<file path="config.mk">
export PLATFORM = sky130hd
export DESIGN_NAME = modem_clock_reply_to_epoch
export DESIGN_NICKNAME = d
export VERILOG_FILES = /design/src/rtl/mcre_pkg.sv /design/src/rtl/mcre_front.sv /design/src/rtl/mcre_queue.sv /design/src/rtl/mcre_back.sv /design/src/rtl/modem_clock_reply_to_epoch.sv
export VERILOG_INCLUDE_DIRS = /design/src /design/src/rtl
export SDC_FILE = /design/constraint.sdc
export NUM_CORES = 1
export LEC_CHECK = 0
export ABC_CLOCK_PERIOD_IN_PS = 8090
export BUFFER_PORTS_ARGS = -buffer_cell sky130_fd_sc_hd__buf_2
export CAP_MARGIN = 5
export CORE_UTILIZATION = 25
export DETAILED_ROUTE_END_ITERATION = 16
export GPL_TIMING_DRIVEN = 0
export SKIP_CTS_REPAIR_TIMING = 1
export SLEW_MARGIN = 15
export SYNTH_ARGS = -nofsm -noshare
export SYNTH_HDL_FRONTEND = slang
export SYNTH_SLANG_ARGS = --single-unit
export TNS_END_PERCENT = 1
</file>
<file path="constraint.sdc">
create_clock -name clock -period 8.09 [get_ports clock]
set_clock_uncertainty 0.05 [all_clocks]
set_input_delay 0.4045 -clock clock [delete_from_list [all_inputs] [get_ports clock]]
set_output_delay 0.4045 -clock clock [all_outputs]
set_load 0.05 [all_outputs]
</file>
<file path="src/rtl/modem_clock_reply_to_epoch_defines.svh">
`ifndef MODEM_CLOCK_REPLY_TO_EPOCH_DEFINES_SVH
`define MODEM_CLOCK_REPLY_TO_EPOCH_DEFINES_SVH

// Same-cycle implication, checked only out of reset.
`define MCRE_ASSERT_NOW(label, ante, cons, msg) \
   label: assert property (@(posedge clock) disable iff (reset) (ante) |-> (cons)) \
      else $error(msg);

// Next-cycle implication, checked only out of reset.
`define MCRE_ASSERT_NEXT(label, ante, cons, msg) \
   label: assert property (@(posedge clock) disable iff (reset) (ante) |=> (cons)) \
      else $error(msg);

`endif

</file>
<file path="src/rtl/mcre_pkg.sv">
`default_nettype none

package mcre_pkg;

   // Transaction payloads
   localparam int EPOCH_W = 42;

   typedef struct packed {
      logic [7:0] reply_byte;
      logic       end_of_reply;
   } req_type;

   typedef struct packed {
      logic               parse_ok;
      logic [EPOCH_W-1:0] epoch_seconds;
   } rsp_type;

   // Stamp fields, in stamp order
   localparam int FIELD_COUNT = 6;
   localparam int FIELD_W     = 7;
   localparam int FLD_YEAR    = 0;
   localparam int FLD_MONTH   = 1;
   localparam int FLD_DAY     = 2;
   localparam int FLD_HOUR    = 3;
   localparam int FLD_MINUTE  = 4;
   localparam int FLD_SECOND  = 5;

   localparam int                  OFFSET_W   = 10;
   localparam logic [OFFSET_W-1:0] OFFSET_MAX = 10'd999;

   // One parsed reply, handed from the parser to the epoch unit
   typedef struct packed {
      logic                                  ok;
      logic [FIELD_COUNT-1:0][FIELD_W-1:0]   fields;
      logic [OFFSET_W-1:0]                   offset;
      logic                                  offset_sub;
   } job_type;

   // Job queue
   localparam int QUEUE_DEPTH = 2;
   localparam int QPTR_W      = $clog2(QUEUE_DEPTH);
   localparam int QCNT_W      = $clog2(QUEUE_DEPTH + 1);

   typedef struct packed {
      logic nonempty;
      logic full;
   } queue_status_type;

   // Parser scan phase
   typedef enum logic [1:0] {
      PH_PREFIX,
      PH_QUOTE,
      PH_STAMP,
      PH_DONE
   } phase_type;

   // Epoch unit sequencer
   typedef enum logic [2:0] {
      BK_IDLE,
      BK_SPLIT,
      BK_DAYS,
      BK_MUL,
      BK_SUM
   } back_state_type;

endpackage

`default_nettype wire

</file>
<file path="src/rtl/mcre_front.sv">
`default_nettype none

module mcre_front import mcre_pkg::*; (
   input  wire logic             clock,
   input  wire logic             reset,
   input  wire logic             req_valid,
   output logic                  req_stall,
   input  wire req_type          req,
   input  wire queue_status_type q_status,
   output logic                  push,
   output job_type               push_job
);

   localparam logic [2:0] PREFIX_LEN    = 3'd6;
   localparam logic [4:0] POS_MAX       = 5'd31;
   localparam logic [4:0] MIN_STAMP_LEN = 5'd17;
   localparam int         OFFSET_WIDE_W = OFFSET_W + 4;
   localparam logic [7:0] CHAR_QUOTE    = 8'h22;
   localparam logic [7:0] CHAR_PLUS     = 8'h2B;
   localparam logic [7:0] CHAR_MINUS    = 8'h2D;
   localparam logic [7:0] CHAR_ZERO     = 8'h30;
   localparam logic [7:0] CHAR_NINE     = 8'h39;

   // "+CCLK:"
   function automatic logic [7:0] prefix_char(input logic [2:0] idx);
      logic [7:0] ch;
      case (idx)
         3'd0:    ch = CHAR_PLUS;
         3'd1:    ch = 8'h43;
         3'd2:    ch = 8'h43;
         3'd3:    ch = 8'h4C;
         3'd4:    ch = 8'h4B;
         3'd5:    ch = 8'h3A;
         default: ch = 8'h00;
      endcase
      return ch;
   endfunction

   function automatic logic is_digit(input logic [7:0] ch);
      return ch inside {[CHAR_ZERO:CHAR_NINE]};
   endfunction

   function automatic logic [OFFSET_W-1:0] offset_step(input logic [OFFSET_W-1:0] val,
                                                       input logic [3:0] dig);
      logic [OFFSET_WIDE_W-1:0] wide;
      wide = OFFSET_WIDE_W'(val) * OFFSET_WIDE_W'(10) + OFFSET_WIDE_W'(dig);
      return (wide > OFFSET_WIDE_W'(OFFSET_MAX)) ? OFFSET_MAX : wide[OFFSET_W-1:0];
   endfunction

   phase_type                          phase_ff, phase_in;
   logic [2:0]                         match_ff, match_in;
   logic [4:0]                         pos_ff, pos_in;
   logic [FIELD_COUNT-1:0][FIELD_W-1:0] fld_ff, fld_in;
   logic [FIELD_COUNT-1:0]             stop_ff, stop_in;
   logic                               plus_seen_ff, plus_seen_in;
   logic [OFFSET_W-1:0]                pval_ff, pval_in;
   logic                               pstop_ff, pstop_in;
   logic [OFFSET_W-1:0]                mval_ff, mval_in;
   logic                               mstop_ff, mstop_in;
   logic                               accept;
   logic [7:0]                         ch;
   logic [3:0]                         dig;

   assign req_stall = q_status.full;
   assign accept    = req_valid && !req_stall;
   assign ch        = req.reply_byte;
   assign dig       = req.reply_byte[3:0];

   always_comb begin
      phase_in     = phase_ff;
      match_in     = match_ff;
      pos_in       = pos_ff;
      fld_in       = fld_ff;
      stop_in      = stop_ff;
      plus_seen_in = plus_seen_ff;
      pval_in      = pval_ff;
      pstop_in     = pstop_ff;
      mval_in      = mval_ff;
      mstop_in     = mstop_ff;
      push         = 1'b0;
      push_job     = '0;
      if (accept) begin
         case (phase_ff)
            PH_PREFIX: begin
               if (match_ff < PREFIX_LEN && ch == prefix_char(match_ff)) begin
                  match_in = match_ff + 3'd1;
               end else begin
                  match_in = (ch == CHAR_PLUS) ? 3'd1 : 3'd0;
               end
               if (match_in >= PREFIX_LEN) begin
                  phase_in = PH_QUOTE;
               end
            end
            PH_QUOTE: begin
               // offsets stay at zero until a sign shows up in the stamp
               if (ch == CHAR_QUOTE) begin
                  phase_in = PH_STAMP;
                  pstop_in = 1'b1;
                  mstop_in = 1'b1;
               end
            end
            PH_STAMP: begin
               if (ch == CHAR_QUOTE) begin
                  phase_in = PH_DONE;
               end else begin
                  // two character slots per field, separator in between
                  for (int k = 0; k < FIELD_COUNT; k++) begin
                     if ((pos_ff == 5'(3 * k) || pos_ff == 5'(3 * k + 1)) && !stop_ff[k]) begin
                        if (is_digit(ch)) begin
                           fld_in[k] = FIELD_W'(fld_ff[k]) * FIELD_W'(10) + FIELD_W'(dig);
                        end else begin
                           stop_in[k] = 1'b1;
                        end
                     end
                  end
                  if (ch == CHAR_PLUS) begin
                     plus_seen_in = 1'b1;
                     pval_in      = '0;
                     pstop_in     = 1'b0;
                  end else if (!pstop_ff) begin
                     if (is_digit(ch)) begin
                        pval_in = offset_step(pval_ff, dig);
                     end else begin
                        pstop_in = 1'b1;
                     end
                  end
                  if (ch == CHAR_MINUS) begin
                     mval_in  = '0;
                     mstop_in = 1'b0;
                  end else if (!mstop_ff) begin
                     if (is_digit(ch)) begin
                        mval_in = offset_step(mval_ff, dig);
                     end else begin
                        mstop_in = 1'b1;
                     end
                  end
                  if (pos_ff != POS_MAX) begin
                     pos_in = pos_ff + 5'd1;
                  end
               end
            end
            default: begin
            end
         endcase

         if (req.end_of_reply) begin
            push                = 1'b1;
            push_job.ok         = (phase_in == PH_DONE) && (pos_in >= MIN_STAMP_LEN);
            push_job.fields     = fld_in;
            push_job.offset     = plus_seen_in ? pval_in : mval_in;
            push_job.offset_sub = plus_seen_in;
            // start over for the next reply
            phase_in     = PH_PREFIX;
            match_in     = '0;
            pos_in       = '0;
            fld_in       = '0;
            stop_in      = '0;
            plus_seen_in = 1'b0;
            pval_in      = '0;
            pstop_in     = 1'b0;
            mval_in      = '0;
            mstop_in     = 1'b0;
         end
      end
   end

   always_ff @(posedge clock) begin
      if (reset) begin
         phase_ff     <= PH_PREFIX;
         match_ff     <= '0;
         pos_ff       <= '0;
         fld_ff       <= '0;
         stop_ff      <= '0;
         plus_seen_ff <= 1'b0;
         pval_ff      <= '0;
         pstop_ff     <= 1'b0;
         mval_ff      <= '0;
         mstop_ff     <= 1'b0;
      end else begin
         phase_ff     <= phase_in;
         match_ff     <= match_in;
         pos_ff       <= pos_in;
         fld_ff       <= fld_in;
         stop_ff      <= stop_in;
         plus_seen_ff <= plus_seen_in;
         pval_ff      <= pval_in;
         pstop_ff     <= pstop_in;
         mval_ff      <= mval_in;
         mstop_ff     <= mstop_in;
      end
   end

endmodule

`default_nettype wire

</file>
<file path="src/rtl/mcre_queue.sv">
`default_nettype none

module mcre_queue import mcre_pkg::*; (
   input  wire logic    clock,
   input  wire logic    reset,
   input  wire logic    push,
   input  wire job_type push_job,
   input  wire logic    pop,
   output job_type      pop_job,
   output queue_status_type status
);

   job_type            slot_ff [QUEUE_DEPTH];
   logic [QPTR_W-1:0]  wr_ptr_ff, wr_ptr_in;
   logic [QPTR_W-1:0]  rd_ptr_ff, rd_ptr_in;
   logic [QCNT_W-1:0]  count_ff, count_in;

   function automatic logic [QPTR_W-1:0] ptr_next(input logic [QPTR_W-1:0] ptr);
      return (ptr == QPTR_W'(QUEUE_DEPTH - 1)) ? '0 : ptr + QPTR_W'(1);
   endfunction

   always_comb begin
      wr_ptr_in = push ? ptr_next(wr_ptr_ff) : wr_ptr_ff;
      rd_ptr_in = pop  ? ptr_next(rd_ptr_ff) : rd_ptr_ff;
      case ({push, pop})
         2'b10:   count_in = count_ff + QCNT_W'(1);
         2'b01:   count_in = count_ff - QCNT_W'(1);
         default: count_in = count_ff;
      endcase
   end

   assign pop_job         = slot_ff[rd_ptr_ff];
   assign status.nonempty = (count_ff != '0);
   assign status.full     = (count_ff == QCNT_W'(QUEUE_DEPTH));

   always_ff @(posedge clock) begin
      if (push) begin
         slot_ff[wr_ptr_ff] <= push_job;
      end
   end

   always_ff @(posedge clock) begin
      if (reset) begin
         wr_ptr_ff <= '0;
         rd_ptr_ff <= '0;
         count_ff  <= '0;
      end else begin
         wr_ptr_ff <= wr_ptr_in;
         rd_ptr_ff <= rd_ptr_in;
         count_ff  <= count_in;
      end
   end

endmodule

`default_nettype wire

</file>
<file path="src/rtl/mcre_back.sv">
`default_nettype none

module mcre_back import mcre_pkg::*; (
   input  wire logic             clock,
   input  wire logic             reset,
   input  wire queue_status_type q_status,
   input  wire job_type          q_job,
   output logic                  pop,
   output logic                  rsp_valid,
   input  wire logic             rsp_stall,
   output rsp_type               rsp
);

   localparam int YEAR_W   = 7;    // years after 1999
   localparam int DAYS_W   = 16;
   localparam int DSEC_W   = 33;
   localparam int TOD_W    = 19;
   localparam int OFFSEC_W = 20;
   localparam int LOCAL_W  = 34;
   localparam int RES_W    = 35;
   localparam int RECIP_W  = 13;

   localparam logic [DAYS_W-1:0]   DAYS_TO_1999  = 16'd10592;
   localparam logic [DAYS_W:0]     DAYS_PER_YEAR = 17'd365;
   localparam logic [YEAR_W-1:0]   YB_2100       = 7'd101;
   localparam logic [YEAR_W-1:0]   YB_AFTER_2100 = 7'd102;
   localparam logic [3:0]          MONTH_DEC     = 4'd11;
   localparam logic [3:0]          MONTH_MAR     = 4'd2;
   localparam logic [RECIP_W-1:0]  RECIP_12      = 13'd43;   // x/12 = (x*43)>>9 for x < 128
   localparam int                  RECIP_SHIFT   = 9;
   localparam logic [DSEC_W-1:0]   SEC_PER_DAY   = 33'd86400;
   localparam logic [TOD_W-1:0]    SEC_PER_HOUR  = 19'd3600;
   localparam logic [TOD_W-1:0]    SEC_PER_MIN   = 19'd60;
   localparam logic [OFFSEC_W-1:0] SEC_PER_QTR   = 20'd900;

   // days from January 1 to the first of month m (0 = January), common year
   function automatic logic [8:0] month_start(input logic [3:0] m);
      logic [8:0] d;
      case (m)
         4'd0:    d = 9'd0;
         4'd1:    d = 9'd31;
         4'd2:    d = 9'd59;
         4'd3:    d = 9'd90;
         4'd4:    d = 9'd120;
         4'd5:    d = 9'd151;
         4'd6:    d = 9'd181;
         4'd7:    d = 9'd212;
         4'd8:    d = 9'd243;
         4'd9:    d = 9'd273;
         4'd10:   d = 9'd304;
         4'd11:   d = 9'd334;
         default: d = 9'd0;
      endcase
      return d;
   endfunction

   back_state_type        state_ff, state_in;
   job_type               job_ff, job_in;
   logic [YEAR_W-1:0]     yb_ff, yb_in;
   logic [3:0]            mon_ff, mon_in;
   logic                  leap_ff, leap_in;
   logic [DAYS_W-1:0]     days_ff, days_in;
   logic [DSEC_W-1:0]     dsec_ff, dsec_in;
   logic [TOD_W-1:0]      tod_ff, tod_in;
   logic [OFFSEC_W-1:0]   offsec_ff, offsec_in;
   logic                  rsp_valid_ff, rsp_valid_in;
   rsp_type               rsp_ff, rsp_in;

   logic [FIELD_W-1:0]    mon_m1;
   logic [RECIP_W-1:0]    recip_prod;
   logic [3:0]            year_carry;
   logic [FIELD_W-1:0]    mon_rem;
   logic [YEAR_W-1:0]     leap_count;
   logic [DAYS_W:0]       day_sum;
   logic [LOCAL_W-1:0]    local_sec;
   logic [RES_W-1:0]      utc_sec;
   logic                  out_free;

   assign out_free = !rsp_valid_ff || !rsp_stall;

   // month split: month 0 is the prior December; months above 12 fold into later years
   always_comb begin
      mon_m1     = job_ff.fields[FLD_MONTH] - FIELD_W'(1);
      recip_prod = RECIP_W'(mon_m1) * RECIP_12;
      year_carry = recip_prod[RECIP_SHIFT +: 4];
      mon_rem    = mon_m1 - FIELD_W'(year_carry) * FIELD_W'(12);
      if (job_ff.fields[FLD_MONTH] == '0) begin
         yb_in  = YEAR_W'(job_ff.fields[FLD_YEAR]);
         mon_in = MONTH_DEC;
      end else begin
         yb_in  = YEAR_W'(job_ff.fields[FLD_YEAR]) + YEAR_W'(1) + YEAR_W'(year_carry);
         mon_in = mon_rem[3:0];
      end
      // 2000 is leap, 2100 is not
      leap_in = (yb_in[1:0] == 2'b01) && (yb_in != YB_2100);
   end

   // day count from 1970 to the stamp's date
   always_comb begin
      leap_count = (yb_ff + YEAR_W'(2)) >> 2;
      if (yb_ff >= YB_AFTER_2100) begin
         leap_count = leap_count - YEAR_W'(1);
      end
      day_sum = (DAYS_W+1)'(DAYS_TO_1999)
              + (DAYS_W+1)'(yb_ff) * DAYS_PER_YEAR
              + (DAYS_W+1)'(leap_count)
              + (DAYS_W+1)'(month_start(mon_ff))
              + (DAYS_W+1)'(leap_ff && (mon_ff >= MONTH_MAR))
              + (DAYS_W+1)'(job_ff.fields[FLD_DAY])
              - (DAYS_W+1)'(1);
      days_in = day_sum[DAYS_W-1:0];
   end

   always_comb begin
      dsec_in   = DSEC_W'(days_ff) * SEC_PER_DAY;
      tod_in    = TOD_W'(job_ff.fields[FLD_HOUR]) * SEC_PER_HOUR
                + TOD_W'(job_ff.fields[FLD_MINUTE]) * SEC_PER_MIN
                + TOD_W'(job_ff.fields[FLD_SECOND]);
      offsec_in = OFFSEC_W'(job_ff.offset) * SEC_PER_QTR;
   end

   // local time to UTC, clamped at zero
   always_comb begin
      local_sec = LOCAL_W'(dsec_ff) + LOCAL_W'(tod_ff);
      if (job_ff.offset_sub) begin
         utc_sec = (LOCAL_W'(offsec_ff) < local_sec) ?
                   RES_W'(local_sec) - RES_W'(offsec_ff) : '0;
      end else begin
         utc_sec = RES_W'(local_sec) + RES_W'(offsec_ff);
      end
   end

   always_comb begin
      state_in     = state_ff;
      job_in       = job_ff;
      pop          = 1'b0;
      rsp_valid_in = rsp_valid_ff;
      rsp_in       = rsp_ff;
      if (rsp_valid_ff && !rsp_stall) begin
         rsp_valid_in = 1'b0;
      end
      case (state_ff)
         BK_IDLE: begin
            if (q_status.nonempty) begin
               pop      = 1'b1;
               job_in   = q_job;
               state_in = BK_SPLIT;
            end
         end
         BK_SPLIT: state_in = BK_DAYS;
         BK_DAYS:  state_in = BK_MUL;
         BK_MUL:   state_in = BK_SUM;
         BK_SUM: begin
            if (out_free) begin
               rsp_valid_in    = 1'b1;
               rsp_in.parse_ok = job_ff.ok && (local_sec != '0);
               rsp_in.epoch_seconds = (job_ff.ok && (local_sec != '0)) ?
                                      EPOCH_W'(utc_sec) : '0;
               state_in        = BK_IDLE;
            end
         end
         default: state_in = BK_IDLE;
      endcase
   end

   always_ff @(posedge clock) begin
      job_ff    <= job_in;
      yb_ff     <= yb_in;
      mon_ff    <= mon_in;
      leap_ff   <= leap_in;
      days_ff   <= days_in;
      dsec_ff   <= dsec_in;
      tod_ff    <= tod_in;
      offsec_ff <= offsec_in;
      rsp_ff    <= rsp_in;
   end

   always_ff @(posedge clock) begin
      if (reset) begin
         state_ff     <= BK_IDLE;
         rsp_valid_ff <= 1'b0;
      end else begin
         state_ff     <= state_in;
         rsp_valid_ff <= rsp_valid_in;
      end
   end

   assign rsp_valid = rsp_valid_ff;
   assign rsp       = rsp_ff;

endmodule

`default_nettype wire

</file>
<file path="src/rtl/modem_clock_reply_to_epoch.sv">
// Modem clock reply to UTC epoch.
// req channel: one reply character per transaction (req.reply_byte), with
// req.end_of_reply set on the last character. Characters are taken one per
// cycle; the parser looks for "+CCLK:", the opening quote and the stamp
// "yy/MM/dd,hh:mm:ss+zz", and packs what it found into a job on the last one.
// rsp channel: one transaction per reply, parse_ok plus UTC seconds since
// 1970 (zero on failure). Nothing comes out for characters that are not last.
// After the last character is taken, its job goes through the queue and then
// the epoch unit, which handles one reply at a time (queue pop, month split,
// day count, multiply, sum into the output register) before it pops the next.
// Throughput: one character per cycle while req_stall is low.
// A 2-entry job queue sits between parser and epoch unit, so req_stall rises
// only when two finished replies wait for the epoch unit.
// When the receiver stalls, the result holds in the output register; the
// epoch unit and then the queue fill behind it.
// Reset (synchronous) clears the parser state, empties the queue and drops
// rsp_valid. Nothing needs a clearing pass afterwards.
`default_nettype none

`include "modem_clock_reply_to_epoch_defines.svh"

module modem_clock_reply_to_epoch import mcre_pkg::*; (
   input  wire logic    clock,
   input  wire logic    reset,
   input  wire logic    req_valid,
   output logic         req_stall,
   input  wire req_type req,
   output logic         rsp_valid,
   input  wire logic    rsp_stall,
   output rsp_type      rsp
);

   // parser to queue
   logic             push;
   job_type          push_job;
   // queue to epoch unit
   logic             pop;
   job_type          pop_job;
   queue_status_type q_status;

   // Front: prefix match, quote tracking, field and offset capture.
   mcre_front u_front (
      .clock     (clock),
      .reset     (reset),
      .req_valid (req_valid),
      .req_stall (req_stall),
      .req       (req),
      .q_status  (q_status),
      .push      (push),
      .push_job  (push_job)
   );

   // Short job queue, lets the parser keep taking characters while the
   // epoch unit is busy or the receiver stalls.
   mcre_queue u_queue (
      .clock    (clock),
      .reset    (reset),
      .push     (push),
      .push_job (push_job),
      .pop      (pop),
      .pop_job  (pop_job),
      .status   (q_status)
   );

   // Back: calendar arithmetic and the output register.
   mcre_back u_back (
      .clock     (clock),
      .reset     (reset),
      .q_status  (q_status),
      .q_job     (pop_job),
      .pop       (pop),
      .rsp_valid (rsp_valid),
      .rsp_stall (rsp_stall),
      .rsp       (rsp)
   );

   // A full queue must hold off the next character.
   `MCRE_ASSERT_NOW(a_full_stalls, q_status.full, req_stall, "queue full but req not stalled")

   // A job leaves the queue only when one is there.
   `MCRE_ASSERT_NOW(a_pop_nonempty, pop, q_status.nonempty, "pop from empty job queue")

   // The last character of a reply always lands a job in the queue.
   `MCRE_ASSERT_NEXT(a_push_lands, push, q_status.nonempty, "pushed job missing from queue")

   // A failed parse never reports a time.
   `MCRE_ASSERT_NOW(a_fail_zero, rsp_valid && !rsp.parse_ok, rsp.epoch_seconds == '0,
                    "failed parse with nonzero epoch")

endmodule

`default_nettype wire

</file>
# Word-level counts from Yosys, hierarchy flattened
# Memories as Yosys holds them, arrays and structs flattened. A register that Yosys moved wholly into a read port is not among the register bits.
# Cells that the tools add are included.
[totals]
regBits = 223
ram_bits = 108
mem_bits_ro = 144
in_bits = 13
out_inout_bits = 45
word_cells = 290
memories = 2
[memory_table]
columns = ["memory", "words", "word_bits", "read_ports", "rd_ports_with_merged_regs", "write_ports", "line", "rtl"]
rows = [
  ["(name not given)", 16, 9, 1, 1, 0, "mcre_back.sv:39", "case (m)"],
  ["u_queue.slot_ff", 2, 54, 1, 1, 1, "mcre_queue.sv:13", "job_type slot_ff [QUEUE_DEPTH];"],
]
[op_classes]
n_addsub = 31
n_mul = 15
n_lt_le_gt_ge = 10
n_eq_ne = 39
n_mux = 99
n_reduce_logical = 59
[op_table]
columns = ["cell", "count"]
rows = [
  ["two-way mux 10 bit", 15],
  ["two-way mux 42 bit", 3],
  ["two-way mux 54 bit", 2],
  ["two-way mux 7 bit", 14],
  ["two-way mux 35 bit", 2],
  ["adder 7 x 4 -> 7 bit", 7],
  ["multiplier 7 x 3 -> 6 bit (second input constant)", 6],
  ["adder 34 x 20 -> 35 bit", 1],
  ["case mux 7 bit (5 select lines)", 1],
  ["subtractor 34 x 20 -> 35 bit", 1],
  ["adder 33 x 19 -> 34 bit", 1],
  ["< comparator 20 x 34 -> 1 bit", 1],
  ["two-way mux 1 bit", 34],
  ["nonzero test 34 bit", 1],
  ["adder 16 x 7 -> 16 bit", 2],
  ["AND reduction 5 bit", 6],
  ["adder 14 x 4 -> 14 bit", 2],
  ["greater-than comparator 14 x 10 -> 1 bit (second input constant)", 2],
  ["multiplier 10 x 3 -> 13 bit (second input constant)", 2],
  ["multiplier 16 x 10 -> 26 bit (second input constant)", 1],
  ["equality test 5 x 4 -> 1 bit (second input constant)", 5],
  ["two-way mux 5 bit", 5],
  ["equality test 8 x 6 -> 1 bit (second input constant)", 3],
  ["two-way mux 3 bit", 7],
  ["65 further kinds", 129],
]

# Depth between registers and ports, before layout
# Gate-level depths: netlist (run 1).
[depth]
depth_word = 18
depth_mapped = 29
mapped_depth_nobuf = 29

# By module
# Synthesis (run 1) repeated with hierarchy kept, for this count alone.
[hier_totals]
cells_unflattened = 3025
hier_area_um2 = 29887.4
[by_module_without_submodules]
columns = ["module", "instances", "cells_per_inst", "area_each_um2", "seq_area_each_um2"]
rows = [
  ["mcre_back", 1, 1863, 18117.4, 4764.6],
  ["mcre_front", 1, 972, 7676.1, 1621.6],
  ["mcre_queue", 1, 190, 4093.9, 3343.2],
]

# Worst setup path before layout (run 1)
# OpenSTA, ideal clock, no wires.
[synth_path]
path_kind = "register to register"
from = "reg u_back.yb_ff[3]"
to = "reg u_back.days_ff[15]"
setup_time_ns = 0.072
arrival_time_ns = 5.765
required_ns = 7.968
setup_slack_ns = 2.203
stages_incl_launch_ff = 28
path_buffers = 0
synth_period_minus_slack_ns = 5.887
cell_sequence = "dfxtp_1 inv_1 ha_1 nand2_1 nand2_1 nand2_1 nand2_1 and2_1 and4_1 fa_1 fa_1 inv_1 fa_1 inv_1 fa_1 inv_1 fa_1 inv_1 ha_1 inv_1 o21ai_0 a21oi_1 o21ai_0 a211oi_1 o21ai_0 a31o_2 a21oi_1 xnor2_1"
[synth_between]
elab_chain_cells = 8
elab_cells_between_ends = 11
cone_classes = "add/sub (8); mul (1); order compare (1); mux (1)"
[synth_lines]
columns = ["element", "line", "rtl"]
rows = [
  ["start, declared", "mcre_back.sv:59", "logic [YEAR_W-1:0] yb_ff, yb_in;"],
  ["start signal, assigned", "mcre_back.sv:168", "yb_ff <= yb_in;"],
  ["parallel branches: the longest is 3 deep, another holds multiplier 7 x 9 -> 16 bit", "--", ""],
  ["adder 16 x 7 -> 16 bit *", "mcre_back.sv:106", "+ (DAYS_W+1)'(leap_count)"],
  ["adder 16 x 9 -> 16 bit *", "mcre_back.sv:107", "+ (DAYS_W+1)'(month_start(mon_ff))"],
  ["adder 16 x 1 -> 16 bit *", "mcre_back.sv:108", "+ (DAYS_W+1)'(leap_ff && (mon_ff >= MONTH_MAR))"],
  ["adder 16 x 7 -> 16 bit *", "mcre_back.sv:109", "+ (DAYS_W+1)'(job_ff.fields[FLD_DAY])"],
  ["subtractor 16 x 1 -> 16 bit *", "mcre_back.sv:110", "- (DAYS_W+1)'(1);"],
  ["named net u_back.day_sum[15]", "mcre_back.sv:74", "logic [DAYS_W:0] day_sum;"],
  ["end signal, assigned", "mcre_back.sv:171", "days_ff <= days_in;"],
  ["end, declared", "mcre_back.sv:62", "logic [DAYS_W-1:0] days_ff, days_in;"],
]
# Mark *: on every way through the listed nets, which the timed path passes.
# A chain may end at the register's enable or synchronous reset.

# Worst setup path in the final report (run 1)
[layout_path]
from = "reg u_back.job_ff[18] in the netlist's numbering"
to = "reg u_back.leap_ff"
[layout_between]
elab_chain_cells = 6
elab_cells_between_ends = 8
cone_classes = "add/sub (2); mul (1); eq/ne (2); mux (1); reduce/logical (2)"
[layout_lines]
columns = ["element", "line", "rtl"]
rows = [
  ["start, declared", "mcre_back.sv:58", "job_type job_ff, job_in;"],
  ["start signal, assigned", "mcre_back.sv:167", "job_ff <= job_in;"],
  ["subtractor 7 x 1 -> 7 bit", "mcre_back.sv:83", "mon_m1 = job_ff.fields[FLD_MONTH] - FIELD_W'(1);"],
  ["named net u_back.mon_m1[0]", "mcre_back.sv:69", "logic [FIELD_W-1:0] mon_m1;"],
  ["multiplier 7 x 6 -> 13 bit", "mcre_back.sv:84", "recip_prod = RECIP_W'(mon_m1) * RECIP_12;"],
  ["adder 7 x 4 -> 7 bit", "mcre_back.sv:91", "yb_in = YEAR_W'(job_ff.fields[FLD_YEAR]) + YEAR_W'(1) + YEAR_W'(year_carry);"],
  ["two-way mux 7 bit", "mcre_back.sv:87", "if (job_ff.fields[FLD_MONTH] == '0) begin"],
  ["named net u_back.yb_in[6]", "mcre_back.sv:59", ""],
  ["inequality test 7 bit", "mcre_back.sv:95", "leap_in = (yb_in[1:0] == 2'b01) && (yb_in != YB_2100);"],
  ["logical AND 1 bit", "mcre_back.sv:95", ""],
  ["named net u_back.leap_in", "mcre_back.sv:61", "logic leap_ff, leap_in;"],
  ["end signal, assigned", "mcre_back.sv:170", "leap_ff <= leap_in;"],
  ["end, declared", "mcre_back.sv:61", ""],
]
# The timed path passes the listed nets, and every way through them passes these cells.

==> impl_results.md, run 1 <==
* Tightest Pin Transition at 1162 ps
* Chip Height at 346.2 µm
* Initial Utilization at 25.35%
* Hold_sp: rsp_stall
* Yosys reg bits at 386
* Worst path buffer plus inverter count at 4
* Layout cell share with drive strength beyond 1 at 8.039%
* Clk buf depth at 3
* Post-synthesis compound-gate area fraction at 14.00%
* Post-synth top flop: edfxtp_1
* I/O pin total at 58
* Clk slew on worst S/H paths at 60 ps
* Sequential cell area fraction in the yosys report at 32.78%
* Synth Area in Adders at 27.13%
* HPWL Detailed at 51.71 mm
* CP required at 8530 ps
* Slowest cell on crit path: fa_1
* Post-synthesis cell type count at 89
* Pre-antenna DRT Iters at 5
* Worst rel slew slack at 21.92%
* Post-synth EDFFs at 198
* Startpoint Class: flip-flop
* TritonCTS clock tree: yes
* Vias per inst at 4.535
* CP max stage delay at 540 ps
* Root Driver: clkbuf_16
* Fill cells at 12,080
* Layout Nets at 3,652
* Critical path class: flip-flop to flip-flop
* CTS buffer count at 42
* H-tree depth at 2
* Crit. End Element: flip-flop
* Core Box Area at 116,800 µm²
* Fraction of registers with async set/reset at 0%
* Iter 0 DRT Violations at 1,233
* Number of global-route vias before repair at 20,590
* Final setup vio count at 0
* RSZ-0062 raised after global routing: false
* Pin count of the biggest net entering global routing at 42
* IO Port Bufs at 49
* Global-route wire length before repair at 106.7 mm
* Warnings from Yosys at 0
* Final period util at 82.95%
* Most frequent cells in the layout: ha_1, inv_1, nor2_1
* Clock sinks at 386
* Final hold vios at 0
* Outcome: completed
* Crit path time final at 6711 ps
* Avg Cell Area, Syn at 9.973 µm²
* Worst Path Max Fanout at 9
* Die Width at 346.2 µm
* DR WL/cell at 14.00 µm
* Vias at 21,010
* Synthesized area at 29,620 µm²
* Post-route ant nets at 0
* Worst-skew pair later-pin latency at 590 ps
* Max cap viols at 0
* Die area at 119,900 µm²
* XOR/XNOR share of the synthesized area at 6.147%
* CP Launch Point: u_back.job_ff[18]
* Commonest non-fill, non-tap cell in the layout: ha_1
* Peak Freq at 149.0 MHz
* Simple-Gate Fraction of Synth Area at 10.88%
* Sequential cell area at 9709 µm²
* Worst Hold Class: primary input to flip-flop
* Delay-heaviest family, CP: adder cells
* Most used cell, CP: ha_1
* Multiplexer share of the synthesized area at 3.181%
* DRC at 0
* Reg-to-reg startpoint: u_back.job_ff[18]
* Total wire length at 64.88 mm
* Arrival @ worst endpoint at 7150 ps
* Final Slew Violations at 0
* Initial antenna violation count at 2
* TNS Setup at 0 ps
* Antenna Cells at 0
* Largest family of logic cells by synthesized area: adder cells
* GP Congestion at 0.9014
* GRT overflow at 0
* Area occupied by multi-input gates at 18,230 µm²
* Syn Inst Count at 2,970
* Global Route Usage Sum at 10.72%
* Area growth from synthesis to layout at 13.06%
* Row count at 125
## worst min-delay path, delay by kind of cell
family	cells	cell delay, ps
and+or+nand+nor	1	70
AOI/OAI and AO/OA	1	60
buffers and inverters	1	120
## cell type report
cell class	instances	share of cell area (%)
multi-input cells	2144	54.45
flip-flops and latches	386	28.99
well taps	1524	5.694
inverters	356	3.990
clock buffers	51	3.460
repair buffers	56	1.196
plain buffers	90	1.196
clock inverters	27	1.020
## path summary, 6_finish.rpt
check,end,slack (ps),cells after the start
worst min-delay path,u_back.rsp_valid,70,3
worst min register to register,u_back.tod_ff[0],310,0
worst max-delay path,u_back.leap_ff,1380,28
worst max register to register,u_back.leap_ff,1380,28
## metal layers
layer / GRT usage, % / wire length, µm / vias to the layer above
li1: - / - / 10620
met1: 14.28 / 30900 / 9945
met2: 17.74 / 29790 / 354
met3: 1.944 / 2747 / 95
met4: 2.812 / 1428 / 4
met5: 0 / 17 / -
## sequential cells by signal (all words and copies together), names as in the netlist, 6 cells and up, named ones only
register          flops
u_back.rsp           36
u_back.dsec_ff       26
u_front.pval_ff      10
u_back.days_ff       16
u_back.offsec_ff     18
u_queue.slot_ff     108
u_back.yb_ff          7
u_front.stop_ff       6
u_front.mval_ff      10
u_back.tod_ff        19
u_front.fld_ff       42
u_back.job_ff        54
## kinds of logic after synthesis
family,Yosys count
AO/OA/AOI/OAI,622
XOR/XNOR,207
adder cells (fa/ha/maj),563
buffers and inverters,446
flip-flops,386
multiplexers,87
other,1
AND/OR/NAND/NOR,658
## synth_stat cells (15+ instances only)
cell | instances | area share, %
a211oi_1 | 30 | 0.76
nand4_1 | 17 | 0.36
and2_1 | 17 | 0.36
nor2b_1 | 33 | 0.70
nand2_1 | 155 | 2.0
nor3_1 | 42 | 0.71
or3_1 | 21 | 0.44
edfxtp_1 | 198 | 20
a21oi_1 | 174 | 2.9
nand3_1 | 39 | 0.66
nor2_1 | 217 | 2.8
dfxtp_1 | 188 | 13
fa_1 | 132 | 8.9
and3_1 | 16 | 0.34
ha_1 | 431 | 18
mux2i_1 | 30 | 1.0
xor2_1 | 58 | 1.7
a22oi_1 | 44 | 1.1
o21bai_1 | 31 | 0.79
a31oi_1 | 17 | 0.36
nor3b_1 | 17 | 0.43
xnor2_1 | 148 | 4.4
nand2b_1 | 25 | 0.53
o21a_1 | 15 | 0.38
mux2_2 | 57 | 2.2
a21o_1 | 62 | 1.6
inv_1 | 355 | 4.5
o21ai_0 | 106 | 1.8
clkbuf_1 | 70 | 0.89
## metrics by stage
stage | cell area [µm²] | std cells | util [%] | worst slack (ps) | hold WS, ps
after floorplan | 29640 | 2976 | - | 2203 | 273.3
after global placement | 31790 | 4549 | 27.21 | 1324 | 276.0
after detailed placement | 31980 | 4556 | 27.37 | 1340 | 277.8
after CTS | 33480 | 4634 | 28.65 | 1341 | 51.44
after global routing | 33490 | 4634 | 28.66 | 934.7 | 82.86
final | 33490 | 4634 | 28.66 | 1379 | 70.24
Power of run 1 is left out: the tool's default activity adds up to more than one toggle a clock period on the data nets, which glitch-free logic cannot reach.
==> inputs of run 2 (changes only) <==
--- a/config.mk
+++ b/config.mk
@@ -6,7 +6,7 @@
 export SDC_FILE = /design/constraint.sdc
 export NUM_CORES = 1
 export LEC_CHECK = 0
-export ABC_CLOCK_PERIOD_IN_PS = 8090
+export ABC_CLOCK_PERIOD_IN_PS = 5600
 export BUFFER_PORTS_ARGS = -buffer_cell sky130_fd_sc_hd__buf_2
 export CAP_MARGIN = 5
 export CORE_UTILIZATION = 25
==> constraint.sdc (replaced) <==
create_clock -name clock -period 5.6 [get_ports clock]
set_clock_uncertainty 0.05 [all_clocks]
set_input_delay 0.28 -clock clock [delete_from_list [all_inputs] [get_ports clock]]
set_output_delay 0.28 -clock clock [all_outputs]
set_load 0.05 [all_outputs]
==> run 2 against run 1 <==
Effect of this change:
- the flow now finishes with violations (setup timing)
- setup slack worse by 1500 ps
- fmax rose by 18%
- utilization grew 0.45 points
- critical path depth is 3 lower
- clock-buffer cell count grew 2
- die area stayed put
- via count up 0.99%
- wire length rose by 0.40%
- hold slack gained 32 ps
- global-route usage decreased by 0.058 points
- critical path type unchanged
==> impl_results.md, run 2 (synthesis gave the netlist of run 1 again) <==
* IO Port Bufs at 49
* Final period util at 101.3%
* Startpoint Class: flip-flop
* Worst Hold Class: primary input to flip-flop
* Pre-antenna DRT Iters at 5
* Core Box Area at 116,800 µm²
* GP Congestion at 0.8644
* CP max stage delay at 490 ps
* CP required at 6030 ps
* Post-route ant nets at 0
* DRC at 0
* GRT overflow at 0
* Initial antenna violation count at 0
* Critical path class: flip-flop to flip-flop
* Tightest Pin Transition at 1061 ps
* Setup WS post-layout at -70.59 ps
* Row count at 125
* Vias at 21,220
* Global Route Usage Sum at 10.67%
* H-tree depth at 2
* Max FFs per register at 108
* Peak Freq at 176.3 MHz
* Most frequent cells in the layout: ha_1, inv_1, nor2_1
* DR WL/cell at 13.97 µm
* Initial Utilization at 25.35%
* I/O pin total at 58
* Layout Nets at 3,679
* Pin count of the biggest net entering global routing at 42
* Most used cell, CP: fa_1
* Vias per inst at 4.552
* RSZ-0062 raised after global routing: true
* Root Driver: clkbuf_16
* Clock sinks at 386
* Global-route wire length before repair at 106.7 mm
* TritonCTS clock tree: yes
* Area growth from synthesis to layout at 14.82%
* Die area at 119,900 µm²
* Commonest non-fill, non-tap cell in the layout: ha_1
* Failing checks: setup timing
* Iter 0 DRT Violations at 1,128
* Crit path time final at 5671 ps
* Final Slew Violations at 0
* Final hold vios at 0
* Fill cells at 11,960
* Outcome: complete, but fails checks
* Slowest cell on crit path: fa_1
* Chip Height at 346.2 µm
* Max cap viols at 0
* Clk buf depth at 3
* HPWL Detailed at 51.35 mm
* Worst rel slew slack at 28.31%
* Biggest regs: u_queue.slot_ff x108, u_back.job_ff x54, u_front.fld_ff x42
* Arrival @ worst endpoint at 6100 ps
* Die Width at 346.2 µm
* TNS Setup at -130.2 ps
* Clk slew on worst S/H paths at 60 ps
* Layout cell share with drive strength beyond 1 at 11.03%
* Worst-skew pair later-pin latency at 590 ps
* Crit. End Element: flip-flop
* Total wire length at 65.14 mm
* Largest Register: u_queue.slot_ff
* Number of global-route vias before repair at 20,750
* CTS buffer count at 42
* Worst Path Max Fanout at 5
* Final setup vio count at 3
-- run 2: changes by cell type in the layout (fill, tap and decap cells not counted), moves of 5 or more --
cell	delta
ha_1	-11
dfxtp_1	-6
buf_4	+27
xnor2_1	-7
ha_4	+9
nand2_1	-6
xnor2_2	+6
inv_1	-5
o21ai_0	-7
clkinvlp_4	+5
-- run 2: path summary, 6_finish.rpt --
path / startpoint / to / slack [ps] / depth (start not counted)
max: u_back.yb_ff[3] / u_back.days_ff[15] / -70 / 25
min: req[8] / u_front.match_ff[1] / 100 / 5
max reg2reg: u_back.yb_ff[3] / u_back.days_ff[15] / -70 / 25
min reg2reg: u_back.job_ff[46] / u_back.tod_ff[0] / 290 / 0
-- run 2: final cells by class --
cell class | count | area [µm²] | share of cell area [%]
Antenna cell | 1 | 2.502 | 0.007358
Buffer | 89 | 396.6 | 1.166
Clock buffer | 53 | 1155 | 3.396
Clock inverter | 25 | 267.8 | 0.7873
Inverter | 356 | 1340 | 3.940
Multi-Input combinational cell | 2144 | 18590 | 54.67
Sequential cell | 386 | 9727 | 28.60
Tap cell | 1524 | 1907 | 5.607
Timing Repair Buffer | 84 | 619.3 | 1.821
-- run 2: metrics by stage --
stage / std cells / setup WS [ps] / hold WS [ps] / cell area, µm² / utilization (%)
after global routing: 4661 / -341.1 / 114.1 / 34010 / 29.11
after global placement: 4549 / -1035 / 280.0 / 31840 / 27.25
final: 4662 / -70.59 / 102.4 / 34010 / 29.11
after floorplan: 2976 / -42.30 / 273.3 / 29690 / -
after CTS: 4633 / -721.3 / -83.41 / 33450 / 28.63
after detailed placement: 4555 / -703.0 / 279.4 / 32020 / 27.41
-- run 2: per-layer routing --
metal	track usage, %	share of wire, %	vias up
met3	1.440	3.9	91
li1	-	-	10670
met5	0	0	-
met2	17.80	46	364
met4	2.803	2.2	0
met1	14.38	48	10100
-- run 2: critical path, delay by kind of cell, from the launching register on --
family                   cells  cell delay (ps)
AO/OA/AOI/OAI                9             1460
XOR/XNOR                     3              430
adder cells (fa/ha/maj)      7             2650
buffers and inverters        3              230
flip-flops                   1              390
AND/OR/NAND/NOR              3              320
Power of run 2 is left out for the same reason.
